$ cat src/hdl/dqd_pkg.sv
// ============================================================================
// dqd_pkg: shared types and constants for the debounced quadrature decoder
// Word formats, configuration set, controller states and the
// controller/datapath command and status structs.
// ============================================================================
package dqd_pkg;

    localparam int CFG_ADDR_W = 2;
    localparam int CFG_DATA_W = 16;

    // configuration register indexes
    localparam logic [CFG_ADDR_W-1:0] CFG_DEBOUNCE_COUNT   = 2'd0;
    localparam logic [CFG_ADDR_W-1:0] CFG_VELOCITY_SCALE   = 2'd1;
    localparam logic [CFG_ADDR_W-1:0] CFG_SAMPLE_PERIOD_MS = 2'd2;
    localparam logic [CFG_ADDR_W-1:0] CFG_STEADY_LIMIT_MS  = 2'd3;

    // reset values
    localparam logic [9:0]  DEBOUNCE_COUNT_RST   = 10'd5;
    localparam logic [15:0] VELOCITY_SCALE_RST   = 16'd1;
    localparam logic [7:0]  SAMPLE_PERIOD_MS_RST = 8'd1;
    localparam logic [15:0] STEADY_LIMIT_MS_RST  = 16'd200;

    // restoring divider: one quotient bit per cycle
    localparam int DIV_STEPS = 32;
    localparam int DIV_CNT_W = $clog2(DIV_STEPS);

    // speed update fires when |position - anchor| exceeds this
    localparam logic [16:0] DELTA_LIMIT = 17'd2;

    typedef struct packed {
        logic        mode;
        logic        raw_a;
        logic        raw_b;
        logic signed [15:0] preset_position;
    } in_word_t;

    typedef struct packed {
        logic signed [15:0] position;
        logic signed [15:0] speed;
        logic               steady;
    } out_word_t;

    typedef struct packed {
        logic [9:0]  debounce_count;
        logic [15:0] velocity_scale;
        logic [7:0]  sample_period_ms;
        logic [15:0] steady_limit_ms;
    } cfg_t;

    typedef enum logic [2:0] {
        ST_IDLE,
        ST_EVAL,
        ST_SUM,
        ST_DIV_LOAD,
        ST_DIV,
        ST_FINISH,
        ST_EMIT
    } state_t;

    typedef struct packed {
        logic take;      // capture input word, debounce and decode
        logic mul;       // register |delta| * scale
        logic timer;     // advance timer or zero speed
        logic sum;       // add product to previous speed
        logic div_load;  // halve, set up divider
        logic div_step;  // one quotient bit
        logic finish;    // sign, saturate, renew anchor
        logic emit;      // load output register
    } dqd_cmd_t;

    typedef struct packed {
        logic is_load;
        logic big_delta;
        logic div_last;
        logic out_free;
    } dqd_stat_t;

endpackage

$ cat src/hdl/dqd_ctrl.sv
// ============================================================================
// dqd_ctrl: sequencing controller
// Walks one word through evaluate, multiply/add and serial divide when the speed updates, and emit.
// ============================================================================
module dqd_ctrl (
    input  logic                aclk,
    input  logic                aresetn,
    input  logic                s_valid,
    output logic                s_ready,
    input  dqd_pkg::dqd_stat_t  stat,
    output dqd_pkg::dqd_cmd_t   cmd
);

    dqd_pkg::state_t state_reg;
    dqd_pkg::state_t state_next;

    always_ff @(posedge aclk) begin
        if (!aresetn) begin
            state_reg <= dqd_pkg::ST_IDLE;
        end else begin
            state_reg <= state_next;
        end
    end

    always_comb begin
        state_next = state_reg;
        case (state_reg)
            dqd_pkg::ST_IDLE: begin
                if (s_valid) state_next = dqd_pkg::ST_EVAL;
            end
            dqd_pkg::ST_EVAL: begin
                if (!stat.is_load && stat.big_delta) state_next = dqd_pkg::ST_SUM;
                else                                 state_next = dqd_pkg::ST_EMIT;
            end
            dqd_pkg::ST_SUM:      state_next = dqd_pkg::ST_DIV_LOAD;
            dqd_pkg::ST_DIV_LOAD: state_next = dqd_pkg::ST_DIV;
            dqd_pkg::ST_DIV: begin
                if (stat.div_last) state_next = dqd_pkg::ST_FINISH;
            end
            dqd_pkg::ST_FINISH:   state_next = dqd_pkg::ST_EMIT;
            dqd_pkg::ST_EMIT: begin
                if (stat.out_free) state_next = dqd_pkg::ST_IDLE;
            end
            default:              state_next = dqd_pkg::ST_IDLE;
        endcase
    end

    always_comb begin
        cmd     = '0;
        s_ready = 1'b0;
        case (state_reg)
            dqd_pkg::ST_IDLE: begin
                s_ready  = 1'b1;
                cmd.take = s_valid;
            end
            dqd_pkg::ST_EVAL: begin
                cmd.mul   = !stat.is_load && stat.big_delta;
                cmd.timer = !stat.is_load && !stat.big_delta;
            end
            dqd_pkg::ST_SUM:      cmd.sum      = 1'b1;
            dqd_pkg::ST_DIV_LOAD: cmd.div_load = 1'b1;
            dqd_pkg::ST_DIV:      cmd.div_step = 1'b1;
            dqd_pkg::ST_FINISH:   cmd.finish   = 1'b1;
            dqd_pkg::ST_EMIT:     cmd.emit     = stat.out_free;
            default: begin
                cmd     = '0;
                s_ready = 1'b0;
            end
        endcase
    end

`ifndef NO_ASSERTIONS
    assert property (@(posedge aclk) disable iff (!aresetn)
        (s_valid && s_ready) |=> (state_reg == dqd_pkg::ST_EVAL))
        else $error("accepted word did not start evaluation");

    assert property (@(posedge aclk) disable iff (!aresetn)
        (state_reg == dqd_pkg::ST_DIV && !stat.div_last) |=> (state_reg == dqd_pkg::ST_DIV))
        else $error("divider left before last step");

    assert property (@(posedge aclk) disable iff (!aresetn)
        (state_reg == dqd_pkg::ST_EMIT && stat.out_free) |=> (state_reg == dqd_pkg::ST_IDLE))
        else $error("emit did not return to idle");
`endif

endmodule

$ cat src/hdl/dqd_datapath.sv
// ============================================================================
// dqd_datapath: decoder state, speed arithmetic and output register
// Debouncer, quadrature decode, 16x16 multiplier, restoring divider.
// ============================================================================
module dqd_datapath (
    input  logic                aclk,
    input  logic                aresetn,
    input  dqd_pkg::cfg_t       cfg,
    input  dqd_pkg::in_word_t   s_word,
    input  dqd_pkg::dqd_cmd_t   cmd,
    output dqd_pkg::dqd_stat_t  stat,
    output logic                m_valid,
    input  logic                m_ready,
    output dqd_pkg::out_word_t  m_word
);

    // decoder state
    logic        raw_prev_a_reg, raw_prev_a_next;
    logic        raw_prev_b_reg, raw_prev_b_next;
    logic [9:0]  stable_cnt_reg, stable_cnt_next;
    logic        stable_a_reg, stable_a_next;
    logic        stable_b_reg, stable_b_next;
    logic        seen_a_reg, seen_a_next;
    logic        seen_b_reg, seen_b_next;
    logic [15:0] pos_reg, pos_next;
    logic [15:0] anchor_reg, anchor_next;
    logic [16:0] elapsed_reg, elapsed_next;
    logic [31:0] speed_reg, speed_next;
    logic        load_reg, load_next;

    // arithmetic pipeline
    logic [31:0] prod_reg, prod_next;
    logic        prod_neg_reg, prod_neg_next;
    logic [33:0] sum_reg, sum_next;
    logic [16:0] div_reg, div_next;
    logic [16:0] rem_reg, rem_next;
    logic [31:0] quo_reg, quo_next;
    logic        quo_neg_reg, quo_neg_next;
    logic [dqd_pkg::DIV_CNT_W-1:0] step_cnt_reg, step_cnt_next;

    // output register
    logic               m_valid_reg, m_valid_next;
    dqd_pkg::out_word_t m_word_reg, m_word_next;

    // combinational helpers
    logic        same_pair;
    logic [9:0]  cnt_inc;
    logic        sa, sb;
    logic signed [2:0] step_a, step_b, step_sum;
    logic [15:0] pos_step;
    logic [16:0] delta, delta_mag;
    logic [33:0] prod_s, sum_mag;
    logic [17:0] shifted, diff;
    logic        ge;
    logic [31:0] speed_sat;
    logic [15:0] speed16;

    // debouncer: next stable pair
    always_comb begin
        raw_prev_a_next = raw_prev_a_reg;
        raw_prev_b_next = raw_prev_b_reg;
        stable_cnt_next = stable_cnt_reg;
        stable_a_next   = stable_a_reg;
        stable_b_next   = stable_b_reg;
        same_pair = (s_word.raw_a == raw_prev_a_reg) && (s_word.raw_b == raw_prev_b_reg);
        cnt_inc   = stable_cnt_reg + 10'd1;
        if (same_pair) begin
            if (stable_cnt_reg < cfg.debounce_count) begin
                stable_cnt_next = cnt_inc;
                if (cnt_inc == cfg.debounce_count) begin
                    stable_a_next = raw_prev_a_reg;
                    stable_b_next = raw_prev_b_reg;
                end
            end
        end else begin
            stable_cnt_next = '0;
            raw_prev_a_next = s_word.raw_a;
            raw_prev_b_next = s_word.raw_b;
        end
    end

    // quadrature decode on the new stable pair; A then B
    always_comb begin
        sa = stable_a_next;
        sb = stable_b_next;
        if (sa != seen_a_reg) step_a = (sa != sb) ? 3'sd1 : -3'sd1;
        else                  step_a = 3'sd0;
        if (sb != seen_b_reg) step_b = (sa == sb) ? 3'sd1 : -3'sd1;
        else                  step_b = 3'sd0;
        step_sum = step_a + step_b;
        pos_step = pos_reg + {{13{step_sum[2]}}, step_sum};
    end

    // unwrapped difference, -65535..65535
    always_comb begin
        delta     = {pos_reg[15], pos_reg} - {anchor_reg[15], anchor_reg};
        delta_mag = delta[16] ? (17'd0 - delta) : delta;
    end

    // divider step and saturation helpers
    always_comb begin
        prod_s  = prod_neg_reg ? (34'd0 - {2'b00, prod_reg}) : {2'b00, prod_reg};
        sum_mag = sum_reg[33] ? (34'd0 - sum_reg) : sum_reg;
        shifted = {rem_reg, quo_reg[31]};
        diff    = shifted - {1'b0, div_reg};
        ge      = (shifted >= {1'b0, div_reg});
        if (!quo_neg_reg) begin
            speed_sat = quo_reg[31] ? 32'h7FFF_FFFF : quo_reg;
        end else begin
            speed_sat = (quo_reg[31] && (|quo_reg[30:0])) ? 32'h8000_0000
                                                            : (32'd0 - quo_reg);
        end
        if ((&speed_reg[31:15]) || !(|speed_reg[31:15])) speed16 = speed_reg[15:0];
        else speed16 = speed_reg[31] ? 16'h8000 : 16'h7FFF;
    end

    always_comb begin
        elapsed_next  = elapsed_reg;
        speed_next    = speed_reg;
        pos_next      = pos_reg;
        anchor_next   = anchor_reg;
        seen_a_next   = seen_a_reg;
        seen_b_next   = seen_b_reg;
        load_next     = load_reg;
        prod_next     = prod_reg;
        prod_neg_next = prod_neg_reg;
        sum_next      = sum_reg;
        div_next      = div_reg;
        rem_next      = rem_reg;
        quo_next      = quo_reg;
        quo_neg_next  = quo_neg_reg;
        step_cnt_next = step_cnt_reg;
        m_word_next   = m_word_reg;
        m_valid_next  = m_valid_reg && !m_ready;

        if (cmd.take) begin
            load_next = s_word.mode;
            if (s_word.mode) begin
                pos_next    = s_word.preset_position;
                anchor_next = s_word.preset_position;
            end else begin
                seen_a_next = sa;
                seen_b_next = sb;
                pos_next    = pos_step;
            end
        end

        if (cmd.mul) begin
            prod_next     = delta_mag[15:0] * cfg.velocity_scale;
            prod_neg_next = delta[16];
        end

        if (cmd.timer) begin
            if (elapsed_reg > {1'b0, cfg.steady_limit_ms}) speed_next = '0;
            else elapsed_next = elapsed_reg + {9'd0, cfg.sample_period_ms};
        end

        if (cmd.sum) begin
            sum_next = prod_s + {{2{speed_reg[31]}}, speed_reg};
        end

        if (cmd.div_load) begin
            quo_next      = sum_mag[32:1];   // |sum| / 2, toward zero
            quo_neg_next  = sum_reg[33];
            rem_next      = '0;
            div_next      = (elapsed_reg == 17'd0) ? 17'd1 : elapsed_reg;
            step_cnt_next = '0;
        end

        if (cmd.div_step) begin
            rem_next      = ge ? diff[16:0] : shifted[16:0];
            quo_next      = {quo_reg[30:0], ge};
            step_cnt_next = step_cnt_reg + 1'b1;
        end

        if (cmd.finish) begin
            speed_next   = speed_sat;
            anchor_next  = pos_reg;
            elapsed_next = '0;
        end

        if (cmd.emit) begin
            m_valid_next         = 1'b1;
            m_word_next.position = pos_reg;
            m_word_next.speed    = speed16;
            m_word_next.steady   = (elapsed_reg > {1'b0, cfg.steady_limit_ms});
        end
    end

    always_ff @(posedge aclk) begin
        if (!aresetn) begin
            raw_prev_a_reg <= 1'b0;
            raw_prev_b_reg <= 1'b0;
            stable_cnt_reg <= '0;
            stable_a_reg   <= 1'b0;
            stable_b_reg   <= 1'b0;
            seen_a_reg     <= 1'b0;
            seen_b_reg     <= 1'b0;
            pos_reg        <= '0;
            anchor_reg     <= '0;
            elapsed_reg    <= '0;
            speed_reg      <= '0;
            load_reg       <= 1'b0;
            step_cnt_reg   <= '0;
            m_valid_reg    <= 1'b0;
        end else begin
            if (cmd.take && !s_word.mode) begin
                raw_prev_a_reg <= raw_prev_a_next;
                raw_prev_b_reg <= raw_prev_b_next;
                stable_cnt_reg <= stable_cnt_next;
                stable_a_reg   <= stable_a_next;
                stable_b_reg   <= stable_b_next;
            end
            seen_a_reg   <= seen_a_next;
            seen_b_reg   <= seen_b_next;
            pos_reg      <= pos_next;
            anchor_reg   <= anchor_next;
            elapsed_reg  <= elapsed_next;
            speed_reg    <= speed_next;
            load_reg     <= load_next;
            step_cnt_reg <= step_cnt_next;
            m_valid_reg  <= m_valid_next;
        end
    end

    // payload registers, no reset
    always_ff @(posedge aclk) begin
        prod_reg     <= prod_next;
        prod_neg_reg <= prod_neg_next;
        sum_reg      <= sum_next;
        div_reg      <= div_next;
        rem_reg      <= rem_next;
        quo_reg      <= quo_next;
        quo_neg_reg  <= quo_neg_next;
        m_word_reg   <= m_word_next;
    end

    assign stat.is_load   = load_reg;
    assign stat.big_delta = (delta_mag > dqd_pkg::DELTA_LIMIT);
    assign stat.div_last  = (step_cnt_reg == dqd_pkg::DIV_CNT_W'(dqd_pkg::DIV_STEPS - 1));
    assign stat.out_free  = !m_valid_reg || m_ready;

    assign m_valid = m_valid_reg;
    assign m_word  = m_word_reg;

`ifndef NO_ASSERTIONS
    assert property (@(posedge aclk) disable iff (!aresetn)
        cmd.finish |=> (elapsed_reg == 17'd0) && (anchor_reg == pos_reg))
        else $error("speed update did not renew anchor and timer");

    assert property (@(posedge aclk) disable iff (!aresetn)
        cmd.div_load |=> (div_reg != 17'd0))
        else $error("divider loaded with zero divisor");
`endif

endmodule

$ cat src/hdl/debounced_quadrature_decoder_top.sv
// ============================================================================
// debounced_quadrature_decoder_top: debounced quadrature decoder, speed estimate
// Sequence: a load word or a tick without a speed update goes ST_IDLE,
//   ST_EVAL, ST_EMIT; a tick that updates the speed also passes ST_SUM,
//   ST_DIV_LOAD, the 32-step restoring divider in ST_DIV (one quotient bit
//   per cycle) and ST_FINISH. ST_EMIT holds until the output register is free.
//   No new input word is taken before the block is back in ST_IDLE; a finished
//   word waits in the output register while the next input word is taken.
// Reset (aresetn low, synchronous): decoder state, position, timer and speed
//   clear to zero, configuration returns to its defaults, no word pending.
// ============================================================================
module debounced_quadrature_decoder_top (
    input  logic                                aclk,
    input  logic                                aresetn,

    // configuration write port, no wait, no read-back
    input  logic                                cfg_we,
    input  logic [dqd_pkg::CFG_ADDR_W-1:0]      cfg_addr,
    input  logic [dqd_pkg::CFG_DATA_W-1:0]      cfg_wdata,

    // input words
    input  logic                                s_valid,
    output logic                                s_ready,
    input  dqd_pkg::in_word_t                   s_word,

    // result words
    output logic                                m_valid,
    input  logic                                m_ready,
    output dqd_pkg::out_word_t                  m_word
);

    // ------------------------------------------------------------------
    // Configuration registers. Writes must arrive only while the block is idle;
    // the block itself does not enforce this. The datapath reads them directly.
    // ------------------------------------------------------------------
    dqd_pkg::cfg_t cfg_reg, cfg_next;

    always_comb begin
        cfg_next = cfg_reg;
        if (cfg_we) begin
            case (cfg_addr)
                dqd_pkg::CFG_DEBOUNCE_COUNT:   cfg_next.debounce_count   = cfg_wdata[9:0];
                dqd_pkg::CFG_VELOCITY_SCALE:   cfg_next.velocity_scale   = cfg_wdata;
                dqd_pkg::CFG_SAMPLE_PERIOD_MS: cfg_next.sample_period_ms = cfg_wdata[7:0];
                dqd_pkg::CFG_STEADY_LIMIT_MS:  cfg_next.steady_limit_ms  = cfg_wdata;
                default:                       cfg_next = cfg_reg;
            endcase
        end
    end

    always_ff @(posedge aclk) begin
        if (!aresetn) begin
            cfg_reg.debounce_count   <= dqd_pkg::DEBOUNCE_COUNT_RST;
            cfg_reg.velocity_scale   <= dqd_pkg::VELOCITY_SCALE_RST;
            cfg_reg.sample_period_ms <= dqd_pkg::SAMPLE_PERIOD_MS_RST;
            cfg_reg.steady_limit_ms  <= dqd_pkg::STEADY_LIMIT_MS_RST;
        end else begin
            cfg_reg <= cfg_next;
        end
    end

    // ------------------------------------------------------------------
    // Controller and datapath talk only through cmd and stat.
    // ------------------------------------------------------------------
    dqd_pkg::dqd_cmd_t  cmd;
    dqd_pkg::dqd_stat_t stat;

    dqd_ctrl u_ctrl (
        .aclk    (aclk),
        .aresetn (aresetn),
        .s_valid (s_valid),
        .s_ready (s_ready),
        .stat    (stat),
        .cmd     (cmd)
    );

    dqd_datapath u_datapath (
        .aclk    (aclk),
        .aresetn (aresetn),
        .cfg     (cfg_reg),
        .s_word  (s_word),
        .cmd     (cmd),
        .stat    (stat),
        .m_valid (m_valid),
        .m_ready (m_ready),
        .m_word  (m_word)
    );

endmodule

$ cat config.mk
export PLATFORM = sky130hd
export DESIGN_NAME = debounced_quadrature_decoder_top
export DESIGN_NICKNAME = d
export VERILOG_FILES = /design/src/hdl/dqd_pkg.sv /design/src/hdl/dqd_ctrl.sv /design/src/hdl/dqd_datapath.sv /design/src/hdl/debounced_quadrature_decoder_top.sv
export SDC_FILE = /design/constraint.sdc
export NUM_CORES = 1
export LEC_CHECK = 0
export BUFFER_PORTS_ARGS = -buffer_cell sky130_fd_sc_hd__buf_4
export CAP_MARGIN = 20
export CELL_PAD_IN_SITES_DETAIL_PLACEMENT = 1
export CELL_PAD_IN_SITES_GLOBAL_PLACEMENT = 1
export CORE_AREA = 3 3 279 419
export DETAILED_ROUTE_END_ITERATION = 6
export DIE_AREA = 0 0 282 422
export PLACE_DENSITY_LB_ADDON = 0.1
export RECOVER_POWER = 100
export REMOVE_ABC_BUFFERS = 1
export SLEW_MARGIN = 40
export SYNTH_ARGS = -nofsm -noshare
export SYNTH_HDL_FRONTEND = slang
export SYNTH_SLANG_ARGS = --single-unit
$ cat constraint.sdc
create_clock -name aclk -period 10.9 [get_ports aclk]
set_clock_uncertainty 0.1 [all_clocks]
set_input_delay 1.635 -clock aclk [delete_from_list [all_inputs] [get_ports aclk]]
set_output_delay 1.635 -clock aclk [all_outputs]
set_load 0.05 [all_outputs]
==> results.toml <==
[run_status]
outcome = "finished with violations"
violations = "capacitance limit, slew limit"

[clock_network]
clock_sinks = 322
cts.path.max_buffers = 3
htree_num_levels = 2
clkTransAtPathRegs_ps = 60
cts_setup_buffers = 0
cts_tree = "built"
insertion_delay_ps = 570
ctsResizeCount = 0
cts_buffers = 41
postCtsHoldBufs = 0
cts-root-buf = "clkbuf_16"

[detailed_routing]
wire_per_inst_um = 20.2
drt_wl_total_mm = 94.3
vias = 22482
drt_iter0_markers = 784
final_antenna_net_count = 0
drc = 0
drt-vias-per-instance = 4.82
firstDrtPassIters = 4

[floorplanning]
die_w_um = 282
die_h_um = 422
initial_core_util_pct = 24.8
ios = 77
dieArea_um2 = 119000
core_area_um2 = 114000
rows = 152

[sta]
fin_crit_sh_pct = 91.4
max-slew-margin-rel_pct = -122
max_freq_ghz = 0.100
rsz0062_at_grt = "false"
worstMarginPinSlew_ps = 3330
timing.setup.tns_ps = 0
holdWs_ps = 351
report.final.slew_viol_count = 329
period_needed_ps = 9960
hold_violations = 0
setup_violations = 0

[synthesis]
ys_async_sr_fraction_pct = 0
synthTopCellsByCount = "363 x nand2_1, 326 x inv_1, 228 x ha_1"
yosysSeqAreaShare_pct = 28.7
synth_edf_count = 167
ys.flop_type = "edfxtp_1"
avgSynthCellArea_um2 = 8.99
yosys.area.top_type = "edfxtp_1"
synth_cell_types = 94
ys_top_cells_by_area = "edfxtp_1 18%, fa_1 14%, dfxtp_1 11%"
synth_most_common_cell = "nand2_1"
netlist_area_um2 = 28300
synth_top_area_share_pct = 17.7
synth_seq_cells = 322
yosysWarnings = 0
synth_cells = 3148

[global_route]
antenna_found_initial = 2
gr-total-overflow = 0
grt_max_degree = 70
grt_pass1_wl_mm = 147
grt_pass1_vias = 24737
grt_usage_pct = 15.9

[finish]
final_nets = 3638
diodes = 0
largest_reg_flops = 50
drive_gt1_share_pct = 5.87
area_growth_pct = 12.1

[pwr]
vdd_drop_max_mv = 0.0998
power_w = 0.00586
power.density_nw_per_um2 = 185
leakage_nw = 13.5

[placement]
dp_hpwl_mm = 74.7
place_congestion = 0.817
io_buffer_count = 76

[critical_path]
slowest_delay_ps = 530
cp.required_ps = 11100
start_kind = "flop"
worst_ep_arrival_time_ps = 10160
cp_slowest_cell = "fa_1"
worstPathMaxFanout = 15
critPathMostFrequentCell = "fa_1"
crit_type = "reg -> reg"
worst_setup_path_end_kind = "flop"

[worst_hold_path]
worstHoldPathType = "reg -> reg"

[flow_run]
drv_cap = 7
==> worst max-delay path: cells and delay by family (launching register included) <==
family / cells / cell delay [ps]
DFF: 1 / 390
buffers and inverters: 9 / 1270
muxes: 1 / 330
xor gates and xnor gates: 1 / 80
adders and majority gates: 9 / 3690
AOI/OAI and AO/OA: 12 / 2660
and+or+nand+nor: 5 / 1130
==> placed cells by master (no fill, tap or decap), types with 8 or more instances in the layout <==
cell type  count
o211ai_1      24
nor2_1       179
nand2_1      363
a31oi_1       21
o31ai_1       25
nand3_1       51
o21ai_0      152
xnor2_1      124
or3_1         31
nor2b_1       39
nor3_1        39
or4_1         14
mux2i_1       44
clkbuf_8       8
a311oi_1      18
o41ai_1       13
nor3b_1       13
and3_1        23
nand4_1       18
dfxtp_1      149
xor2_1        66
o21a_1        16
clkbuf_16     43
or2_2         14
nand3b_1      11
clkbuf_1      54
ha_1         228
and2_1       131
edfxtp_1     167
nand2b_1      26
inv_1        325
a21o_1        64
a22o_1        18
buf_4         72
a211oi_1      21
a21oi_1      187
o21bai_1      19
o22ai_1       23
nor4_1        22
fa_1         199
==> routing by layer <==
layer | wire length, um | vias up | track usage (%) | part of all wire [%]
li1 | - | 10852 | - | -
met1 | 39200 | 11336 | 18.4 | 42
met2 | 51300 | 191 | 30.9 | 54
met3 | 1660 | 103 | 1.37 | 1.8
met4 | 2200 | 0 | 3.99 | 2.3
met5 | 0 | - | 0 | 0
==> cells by family after synthesis <==
kind of cell	share of synthesized area (%)
XOR/XNOR	5.97
flip-flops	28.7
AND/OR/NAND/NOR	17.6
multiplexers	1.72
AO/OA/AOI/OAI	15.4
buffers and inverters	6.47
adder cells (fa/ha/maj)	24.2
==> worst paths after layout <==
path / startpoint / slack (ps) / to / cells past startpoint
max: u_datapath.pos_reg[0] / 940 / u_datapath.prod_reg[31] / 37
min: u_datapath.step_cnt_reg[3] / 350 / u_datapath.step_cnt_reg[3] / 1
max reg2reg: u_datapath.pos_reg[0] / 940 / u_datapath.prod_reg[31] / 37
min reg2reg: u_datapath.step_cnt_reg[3] / 350 / u_datapath.step_cnt_reg[3] / 1
==> per-stage QoR <==
| stage | util (%) | cells | cell area [um2] | setup slack [ps] |
|---|---|---|---|---|
| after detailed placement | 26.9 | 4587 | 30600 | 1020 |
| after floorplan | - | 3000 | 27700 | 1170 |
| final | 27.8 | 4664 | 31700 | 937 |
| after global placement | 26.8 | 4581 | 30500 | 1200 |
| after CTS | 28.1 | 4662 | 32000 | 975 |
| after global routing | 27.8 | 4664 | 31700 | 298 |
==> area by class of cell <==
type / instances / area, um2
multi-input cells: 2350 / 18400
inverters: 328 / 1230
clock buffers: 54 / 1200
flip-flops and latches: 322 / 8130
clock inverters: 21 / 199
fillers: 13174 / 82200
well taps: 1463 / 1830
repair buffers: 126 / 762
==> power breakdown <==
group / total (W) / internal, W / switching (W) / leakage (nW)
clock: 0.00143 / 0.000848 / 0.000582 / 0.698
sequential: 0.00153 / 0.00144 / 0.0000938 / 2.82
combinational: 0.00290 / 0.000999 / 0.00190 / 9.94
(Power assumes the default switching activity.)
